$ cat config.mk
export PLATFORM = sky130hd
export DESIGN_NAME = byte_stream_key_hash32
export DESIGN_NICKNAME = d
export VERILOG_FILES = /design/src/rtl/bskh_pkg.sv /design/src/rtl/byte_stream_key_hash32.sv /design/src/rtl/bskh_front.sv /design/src/rtl/bskh_jobq.sv /design/src/rtl/bskh_mixer.sv
export SDC_FILE = /design/constraint.sdc
export NUM_CORES = 2
export LEC_CHECK = 0
export ABC_CLOCK_PERIOD_IN_PS = 17500
export BUFFER_PORTS_ARGS = -buffer_cell sky130_fd_sc_hd__buf_2
export CORE_MARGIN = 2
export CORE_UTILIZATION = 60
export DETAILED_ROUTE_END_ITERATION = 10
export PLACE_DENSITY = 0.88
export SYNTH_ARGS = -nofsm -noshare
export SYNTH_HDL_FRONTEND = slang
export SYNTH_SLANG_ARGS = --single-unit
$ cat constraint.sdc
create_clock -name clk_i -period 17.5 [get_ports clk_i]
set_input_delay 5.25 -clock clk_i [delete_from_list [all_inputs] [get_ports clk_i]]
set_output_delay 5.25 -clock clk_i [all_outputs]
set_load 0.02 [all_outputs]
$ cat src/rtl/bskh_pkg.sv
// shared types, constants and the mix step of the key hash
package bskh_pkg;

  localparam logic [31:0] Golden     = 32'h9e3779b9;
  localparam int unsigned BlockBytes = 12;
  localparam int unsigned MixSteps   = 9;
  localparam int unsigned StepW      = $clog2(MixSteps);
  localparam int unsigned JobqDepth  = 2;

  // one unit of work for the mixer
  typedef struct packed {
    logic        first;   // start from golden / seed
    logic        twice;   // after the mix, add the length and mix again
    logic        close;   // end of key: emit c
    logic [31:0] seed;
    logic [31:0] add_a;
    logic [31:0] add_b;
    logic [31:0] add_c;
    logic [31:0] len;
  } job_t;

  typedef struct packed {
    logic [31:0] a;
    logic [31:0] b;
    logic [31:0] c;
  } mix_t;

  // one row of the mix: updates one of a, b, c from the other two
  function automatic mix_t mix_step(mix_t s, logic [StepW-1:0] k);
    mix_t r;
    r = s;
    unique case (k)
      4'd0: r.a = (s.a - s.b - s.c) ^ (s.c >> 13);
      4'd1: r.b = (s.b - s.c - s.a) ^ (s.a << 8);
      4'd2: r.c = (s.c - s.a - s.b) ^ (s.b >> 13);
      4'd3: r.a = (s.a - s.b - s.c) ^ (s.c >> 12);
      4'd4: r.b = (s.b - s.c - s.a) ^ (s.a << 16);
      4'd5: r.c = (s.c - s.a - s.b) ^ (s.b >> 5);
      4'd6: r.a = (s.a - s.b - s.c) ^ (s.c >> 3);
      4'd7: r.b = (s.b - s.c - s.a) ^ (s.a << 10);
      4'd8: r.c = (s.c - s.a - s.b) ^ (s.b >> 15);
      default: r = s;
    endcase
    return r;
  endfunction

endpackage

$ cat src/rtl/byte_stream_key_hash32.sv
// A result passes the job queue and mix rows; a last byte that ends a block adds a second mix.
// Throughput: one byte per cycle while the queue is not full; the mixer starts a block or key end
// only when idle, so keys shorter than a block are paced by the row-per-cycle mix.
// A two-entry job queue lets the byte intake run while the mixer works and the result waits.
// Reset: asynchronous, active low; clears key state, the queue, the result and the seed to zero.
// top level of the byte stream key hash
module byte_stream_key_hash32 #(
  parameter int unsigned JobqDepth = bskh_pkg::JobqDepth
) (
  input  logic        clk_i,
  input  logic        rst_ni,
  input  logic        seed_we_i,
  input  logic [31:0] seed_i,
  input  logic        push,
  output logic        full,
  input  logic [7:0]  data_byte_i,
  input  logic        has_byte_i,
  input  logic        last_i,
  output logic        empty,
  input  logic        pop,
  output logic [31:0] hash_value_o
);
  import bskh_pkg::*;

  logic accept, job_push, job_pop, job_valid;
  job_t job_in, job_out;

  assign accept = push && !full;

  // byte intake
  bskh_front u_front (
    .clk_i       (clk_i),
    .rst_ni      (rst_ni),
    .seed_we_i   (seed_we_i),
    .seed_i      (seed_i),
    .accept_i    (accept),
    .data_byte_i (data_byte_i),
    .has_byte_i  (has_byte_i),
    .last_i      (last_i),
    .job_push_o  (job_push),
    .job_o       (job_in)
  );

  // decoupling queue
  bskh_jobq #(
    .Depth (JobqDepth)
  ) u_jobq (
    .clk_i   (clk_i),
    .rst_ni  (rst_ni),
    .push_i  (job_push),
    .data_i  (job_in),
    .full_o  (full),
    .pop_i   (job_pop),
    .valid_o (job_valid),
    .data_o  (job_out)
  );

  // mix engine and result register
  bskh_mixer u_mixer (
    .clk_i        (clk_i),
    .rst_ni       (rst_ni),
    .job_valid_i  (job_valid),
    .job_i        (job_out),
    .job_pop_o    (job_pop),
    .pop_i        (pop),
    .empty_o      (empty),
    .hash_value_o (hash_value_o)
  );

endmodule

$ cat src/rtl/bskh_front.sv
// front end: takes bytes, gathers 12-byte blocks and issues mixer jobs
module bskh_front (
  input  logic          clk_i,
  input  logic          rst_ni,
  input  logic          seed_we_i,
  input  logic [31:0]   seed_i,
  input  logic          accept_i,
  input  logic [7:0]    data_byte_i,
  input  logic          has_byte_i,
  input  logic          last_i,
  output logic          job_push_o,
  output bskh_pkg::job_t job_o
);
  import bskh_pkg::*;

  localparam int unsigned BufDepth = BlockBytes - 1;

  logic [31:0] seed_q, seed_cap_q, seed_cap_d;
  logic        key_open_q, key_open_d;
  logic        first_pend_q, first_pend_d;
  logic [3:0]  pos_q, pos_d;
  logic [31:0] len_q, len_d;
  logic [7:0]  buf_q [BufDepth];

  logic [3:0]  pos_base, fill;
  logic [31:0] len_base, len_next;
  logic        blk_done, is_first;
  logic [7:0]  eff  [BlockBytes];
  logic [7:0]  tail [BufDepth];

  // effective block contents with the current byte in place
  always_comb begin
    pos_base = key_open_q ? pos_q : 4'd0;
    len_base = key_open_q ? len_q : 32'd0;
    fill     = pos_base + {3'd0, has_byte_i};
    len_next = len_base + {31'd0, has_byte_i};
    blk_done = has_byte_i && (pos_base == 4'(BlockBytes - 1));
    is_first = key_open_q ? first_pend_q : 1'b1;
    for (int i = 0; i < BufDepth; i++) begin
      eff[i]  = (has_byte_i && (pos_base == 4'(i))) ? data_byte_i : buf_q[i];
      tail[i] = (4'(i) < fill) ? eff[i] : 8'd0;
    end
    eff[BlockBytes-1] = data_byte_i;
  end

  // job build: a full block, or the tail with the length folded into c
  always_comb begin
    job_o.first = is_first;
    job_o.twice = blk_done && last_i;
    job_o.close = last_i;
    job_o.seed  = key_open_q ? seed_cap_q : seed_q;
    job_o.len   = len_next;
    if (blk_done) begin
      job_o.add_a = {eff[3], eff[2], eff[1], eff[0]};
      job_o.add_b = {eff[7], eff[6], eff[5], eff[4]};
      job_o.add_c = {eff[11], eff[10], eff[9], eff[8]};
    end else begin
      job_o.add_a = {tail[3], tail[2], tail[1], tail[0]};
      job_o.add_b = {tail[7], tail[6], tail[5], tail[4]};
      job_o.add_c = len_next + {tail[10], tail[9], tail[8], 8'd0};
    end
  end

  assign job_push_o = accept_i && (blk_done || last_i);

  // key tracking next state
  always_comb begin
    key_open_d   = key_open_q;
    pos_d        = pos_q;
    len_d        = len_q;
    first_pend_d = first_pend_q;
    seed_cap_d   = seed_cap_q;
    if (accept_i) begin
      key_open_d = !last_i;
      pos_d      = (blk_done || last_i) ? 4'd0 : fill;
      len_d      = len_next;
      if (!key_open_q) begin
        seed_cap_d = seed_q;
      end
      first_pend_d = job_push_o ? 1'b0 : is_first;
    end
  end

  // control and configuration registers
  always_ff @(posedge clk_i or negedge rst_ni) begin
    if (!rst_ni) begin
      seed_q       <= 32'd0;
      seed_cap_q   <= 32'd0;
      key_open_q   <= 1'b0;
      first_pend_q <= 1'b0;
      pos_q        <= 4'd0;
      len_q        <= 32'd0;
    end else begin
      if (seed_we_i) begin
        seed_q <= seed_i;
      end
      seed_cap_q   <= seed_cap_d;
      key_open_q   <= key_open_d;
      first_pend_q <= first_pend_d;
      pos_q        <= pos_d;
      len_q        <= len_d;
    end
  end

  // byte buffer for the first eleven bytes of a block
  always_ff @(posedge clk_i) begin
    for (int i = 0; i < BufDepth; i++) begin
      if (accept_i && has_byte_i && (pos_base == 4'(i))) begin
        buf_q[i] <= data_byte_i;
      end
    end
  end

endmodule

$ cat src/rtl/bskh_jobq.sv
// short job queue between front end and mixer
module bskh_jobq #(
  parameter int unsigned Depth = bskh_pkg::JobqDepth
) (
  input  logic           clk_i,
  input  logic           rst_ni,
  input  logic           push_i,
  input  bskh_pkg::job_t data_i,
  output logic           full_o,
  input  logic           pop_i,
  output logic           valid_o,
  output bskh_pkg::job_t data_o
);
  import bskh_pkg::*;

  localparam int unsigned PtrW = (Depth > 1) ? $clog2(Depth) : 1;
  localparam int unsigned CntW = $clog2(Depth + 1);

  job_t            mem_q [Depth];
  logic [PtrW-1:0] wr_ptr_q, rd_ptr_q;
  logic [CntW-1:0] count_q;
  logic            do_push, do_pop;

  assign full_o  = (count_q == CntW'(Depth));
  assign valid_o = (count_q != '0);
  assign data_o  = mem_q[rd_ptr_q];
  assign do_push = push_i && !full_o;
  assign do_pop  = pop_i && valid_o;

  // pointers and fill count
  always_ff @(posedge clk_i or negedge rst_ni) begin
    if (!rst_ni) begin
      wr_ptr_q <= '0;
      rd_ptr_q <= '0;
      count_q  <= '0;
    end else begin
      if (do_push) begin
        wr_ptr_q <= (wr_ptr_q == PtrW'(Depth - 1)) ? '0 : wr_ptr_q + 1'b1;
      end
      if (do_pop) begin
        rd_ptr_q <= (rd_ptr_q == PtrW'(Depth - 1)) ? '0 : rd_ptr_q + 1'b1;
      end
      if (do_push && !do_pop) begin
        count_q <= count_q + 1'b1;
      end else if (do_pop && !do_push) begin
        count_q <= count_q - 1'b1;
      end
    end
  end

  // entry storage
  always_ff @(posedge clk_i) begin
    if (do_push) begin
      mem_q[wr_ptr_q] <= data_i;
    end
  end

endmodule

$ cat src/rtl/bskh_mixer.sv
// back end: adds each job into a, b, c and runs the mix one row per cycle
module bskh_mixer (
  input  logic           clk_i,
  input  logic           rst_ni,
  input  logic           job_valid_i,
  input  bskh_pkg::job_t job_i,
  output logic           job_pop_o,
  input  logic           pop_i,
  output logic           empty_o,
  output logic [31:0]    hash_value_o
);
  import bskh_pkg::*;

  typedef enum logic [1:0] {
    MX_IDLE,
    MX_RUN,
    MX_FIN
  } mx_state_e;

  mx_state_e        state_q;
  logic [StepW-1:0] step_q;
  mix_t             st_q;
  logic             twice_q, close_q, out_valid_q;
  logic [31:0]      len_q, hash_q;
  mix_t             base;
  logic             res_load;

  assign job_pop_o    = (state_q == MX_IDLE) && job_valid_i;
  assign empty_o      = !out_valid_q;
  assign hash_value_o = hash_q;

  // finished key hands its c to the result register once that is free
  assign res_load = (state_q == MX_FIN) && !twice_q && close_q && (!out_valid_q || pop_i);

  // start values: fresh key or running state
  always_comb begin
    if (job_i.first) begin
      base.a = Golden;
      base.b = Golden;
      base.c = job_i.seed;
    end else begin
      base = st_q;
    end
  end

  // sequencer, mix state and result register
  always_ff @(posedge clk_i or negedge rst_ni) begin
    if (!rst_ni) begin
      state_q     <= MX_IDLE;
      step_q      <= '0;
      st_q        <= '0;
      twice_q     <= 1'b0;
      close_q     <= 1'b0;
      len_q       <= 32'd0;
      hash_q      <= 32'd0;
      out_valid_q <= 1'b0;
    end else begin
      if (res_load) begin
        hash_q      <= st_q.c;
        out_valid_q <= 1'b1;
      end else if (pop_i && out_valid_q) begin
        out_valid_q <= 1'b0;
      end
      unique case (state_q)
        MX_IDLE: begin
          if (job_valid_i) begin
            st_q.a  <= base.a + job_i.add_a;
            st_q.b  <= base.b + job_i.add_b;
            st_q.c  <= base.c + job_i.add_c;
            twice_q <= job_i.twice;
            close_q <= job_i.close;
            len_q   <= job_i.len;
            step_q  <= '0;
            state_q <= MX_RUN;
          end
        end
        MX_RUN: begin
          st_q <= mix_step(st_q, step_q);
          if (step_q == StepW'(MixSteps - 1)) begin
            state_q <= MX_FIN;
          end else begin
            step_q <= step_q + 1'b1;
          end
        end
        MX_FIN: begin
          if (twice_q) begin
            // block ended on the last byte: length goes into a second mix
            st_q.c  <= st_q.c + len_q;
            twice_q <= 1'b0;
            step_q  <= '0;
            state_q <= MX_RUN;
          end else if (!close_q) begin
            state_q <= MX_IDLE;
          end else if (!out_valid_q || pop_i) begin
            state_q <= MX_IDLE;
          end
        end
        default: state_q <= MX_IDLE;
      endcase
    end
  end

endmodule

==> flow_metrics.py <==
metrics = {
    "synth": {
        "synth_ff_type": "edfxtp_1",
        "synth.avg_cell_area_um2": 10.38,
        "synth_edf_count": 414,
        "synth_warnings": 0,
        "synth_area_leader_cell": "edfxtp_1",
        "synth_nets": 4852,
        "synth.area.top_cells": "edfxtp_1 27%, dfrtp_1 15%, ha_1 7.0%",
        "seq_area_frac_synth_pct": 41.83,
        "ys_types": 94,
        "synth_top_area_share_pct": 26.92,
        "syn_area_mm2": 0.04618,
        "ys_async_sr_fraction_pct": 39.91,
        "ys_seq_elements": 689,
        "synth_cells": 4448,
    },
    "place": {
        "io_buffers": 80,
        "place.gp.congestion": 1.086,
        "dp_hpwl_um": 106800,
    },
    "drt": {
        "vias_per_cell": 6.733,
        "drc": 0,
        "drtIter0Drc": 5332,
        "vias": 37395,
        "postRouteWirelength_um": 146100,
        "avgRoutedWirePerCell_um": 26.31,
        "dr.pass1.iters": 7,
        "ant_nets": 0,
    },
    "critical_path": {
        "reg2reg_to": "u_mixer.st_q[27]$_DFFE_PN0P_",
        "worstSetupEndpoint": "u_jobq.mem_q[0][62]$_DFFE_PP_",
        "critPathLaunch": "has_byte_i",
        "reg2reg_from": "u_jobq.rd_ptr_q$_DFFE_PN0P_",
        "critical_path_class": "input pin to flop",
        "rrSetupSlack_ns": 11.36,
        "start_kind": "input pin",
        "critical_path_arrival_ns": 10.11,
        "r2r_cells": 14,
        "crit_required_ns": 17.87,
        "crit_fanout": 9,
        "crit_path_end_kind": "flop",
    },
    "die": {
        "die-area_mm2": 0.07919,
        "die_x_um": 281.4,
        "die-height_um": 281.4,
        "fp-row-count": 101,
        "core-area_mm2": 0.07608,
        "io_pins": 81,
        "initial_utilization_pct": 60.70,
    },
    "sta": {
        "fin_worst_skew_ns": 0.03246,
        "relSlewSlack_pct": 15.84,
        "worst_slew_pin_slew_ns": 1.252,
        "maxSlewViolCount": 0,
        "rsz0062_at_grt": "no",
        "finalSetupTns_ns": 0,
        "setup_violations": 0,
        "finalCritPeriodShare_pct": 55.67,
        "hold_viol_final": 0,
        "fmax_mhz": 102.6,
        "fin_crit_ns": 9.742,
    },
    "clock_tree": {
        "cts_made_buffers": 74,
        "cts_buffer_depth": 3,
        "cts_tree": "yes",
        "root_buffer": "clkbuf_16",
        "cts_setup_buffers": 0,
        "htreeDepth": 3,
        "clk_pin_slew_worst_paths_ns": 0.06,
        "cts_sinks": 689,
        "cts.repair.resized": 0,
        "hold_buffers": 0,
        "clk_latency_ns": 0.64,
    },
    "status": {
        "outcome": "finished clean",
    },
    "cells_and_area": {
        "fin_nets": 4862,
        "post-route-util_pct": 65.93,
        "final_common_cell": "edfxtp_1",
        "layout_common_cells": "414 x edfxtp_1, 412 x nand2_1, 292 x a21oi_1",
        "fill_cells": 5683,
        "syn2layout_area_growth_pct": 8.625,
        "drive_above_1_share_pct": 11.28,
    },
    "global_routing": {
        "grt_first_pass_wirelength_um": 219600,
        "grt_pass1_vias": 36275,
        "grt_start_max_net_pins": 129,
        "grt_util_all_layers_pct": 36.86,
        "grt_overflow": 0,
        "antenna_found_initial": 6,
    },
    "min_path": {
        "hold_path.class": "flop to flop",
    },
    "run": {
        "max_cap_viol_count": 0,
    },
}
[stage by stage]
step | hold slack (ns) | instance area, um2 | cells | setup slack [ns]
detailed placement | 0.4692 | 47620 | 5412 | 7.216
global placement | 0.4617 | 47620 | 5412 | 7.424
global route | 0.4943 | 50160 | 5553 | 7.439
CTS | 0.4817 | 50150 | 5550 | 7.888
finish | 0.4776 | 50160 | 5554 | 7.758
floorplan | 0.4563 | 46180 | 4448 | 4.208
[worst max-delay path: stages]
cell	delay, ns
buf_2	0.13
ha_1	0.22
ha_1	0.21
xnor2_1	0.26
o31ai_1	0.85
a21oi_1	0.12
ha_1	0.28
fa_1	0.42
a21o_1	0.19
a21oi_1	0.27
o21ai_1	0.12
a211oi_1	0.59
o21ai_1	0.20
o31ai_1	0.40
a21oi_1	0.15
a21oi_1	0.20
xor2_1	0.17
o21ai_1	0.09
[cells in the mapped netlist (18+ instances only)]
cell,count
a211oi_1,56
a21o_1,102
a21oi_1,292
a221oi_1,18
a22oi_1,40
a31oi_1,55
and2_1,57
and3_1,33
clkbuf_1,173
dfrtp_1,275
edfxtp_1,414
fa_1,98
ha_1,259
inv_1,159
mux2_1,31
mux2_2,219
mux2i_1,172
nand2_1,412
nand2b_1,39
nand3_1,67
nand4_1,32
nor2_1,259
nor2b_1,33
nor3_1,65
o211ai_1,38
o21a_1,32
o21ai_0,248
o21ai_1,55
o21bai_1,31
o221ai_1,22
o22ai_1,62
xnor2_1,257
xor2_1,109
[cell families after synthesis]
logic type	after synthesis	synth area share (%)
adders and majority gates	357	11.27
AOI/OAI and AO/OA	1185	16.38
buffers and inverters	361	2.983
muxes	422	9.825
and+or+nand+nor	1063	10.57
DFF	689	41.83
xor gates and xnor gates	371	7.145
[state kept, by name, summed over array words and instances, names as in the netlist, 2 cells and up]
register / cells
u_front.buf_q: 88
u_front.len_q: 32
u_front.pos_q: 4
u_front.seed_cap_q: 32
u_front.seed_q: 32
u_jobq.count_q: 2
u_jobq.mem_q: 326
u_mixer.hash_value_o: 32
u_mixer.len_q: 32
u_mixer.st_q: 96
u_mixer.state_q: 2
u_mixer.step_q: 4
[worst min path at each step]
stage | start | to | slack [ns] | cells after the start
2_1_floorplan | u_mixer.len_q[0]$_DFFE_PN0P_ | u_mixer.len_q[0]$_DFFE_PN0P_ | 0.46 | 2
3_3_place_gp | u_mixer.hash_value_o[1]$_DFFE_PN0P_ | u_mixer.hash_value_o[1]$_DFFE_PN0P_ | 0.46 | 1
3_5_place_dp | u_mixer.hash_value_o[3]$_DFFE_PN0P_ | u_mixer.hash_value_o[3]$_DFFE_PN0P_ | 0.47 | 1
4_1_cts | u_mixer.hash_value_o[3]$_DFFE_PN0P_ | u_mixer.hash_value_o[3]$_DFFE_PN0P_ | 0.48 | 1
5_1_grt | u_mixer.hash_value_o[28]$_DFFE_PN0P_ | u_mixer.hash_value_o[28]$_DFFE_PN0P_ | 0.49 | 1
6_report | u_mixer.hash_value_o[3]$_DFFE_PN0P_ | u_mixer.hash_value_o[3]$_DFFE_PN0P_ | 0.48 | 1
[layer usage]
| metal | global-route usage (%) | share of wire, % |
|---|---|---|
| met5 | 0.7937 | 0.066 |
| met2 | 54.22 | 43 |
| met3 | 11.03 | 13 |
| met1 | 48.50 | 37 |
| met4 | 21.26 | 6.7 |
[cell type report]
class                      count  area (um2)  area share (%)
clock inverter                44       543.0           1.083
tap                         1030        1289           2.569
sequential                   689       19320           38.52
timing repair buffer         132       813.3           1.621
clock buffer                  94        1989           3.966
multi-input combinational   3398       25580           51.01
antenna                        4       10.01         0.01996
inverter                     163       611.8           1.220
Power is not shown: default switching activity piles up to over one toggle a cycle in this logic, so the estimate is an artifact.
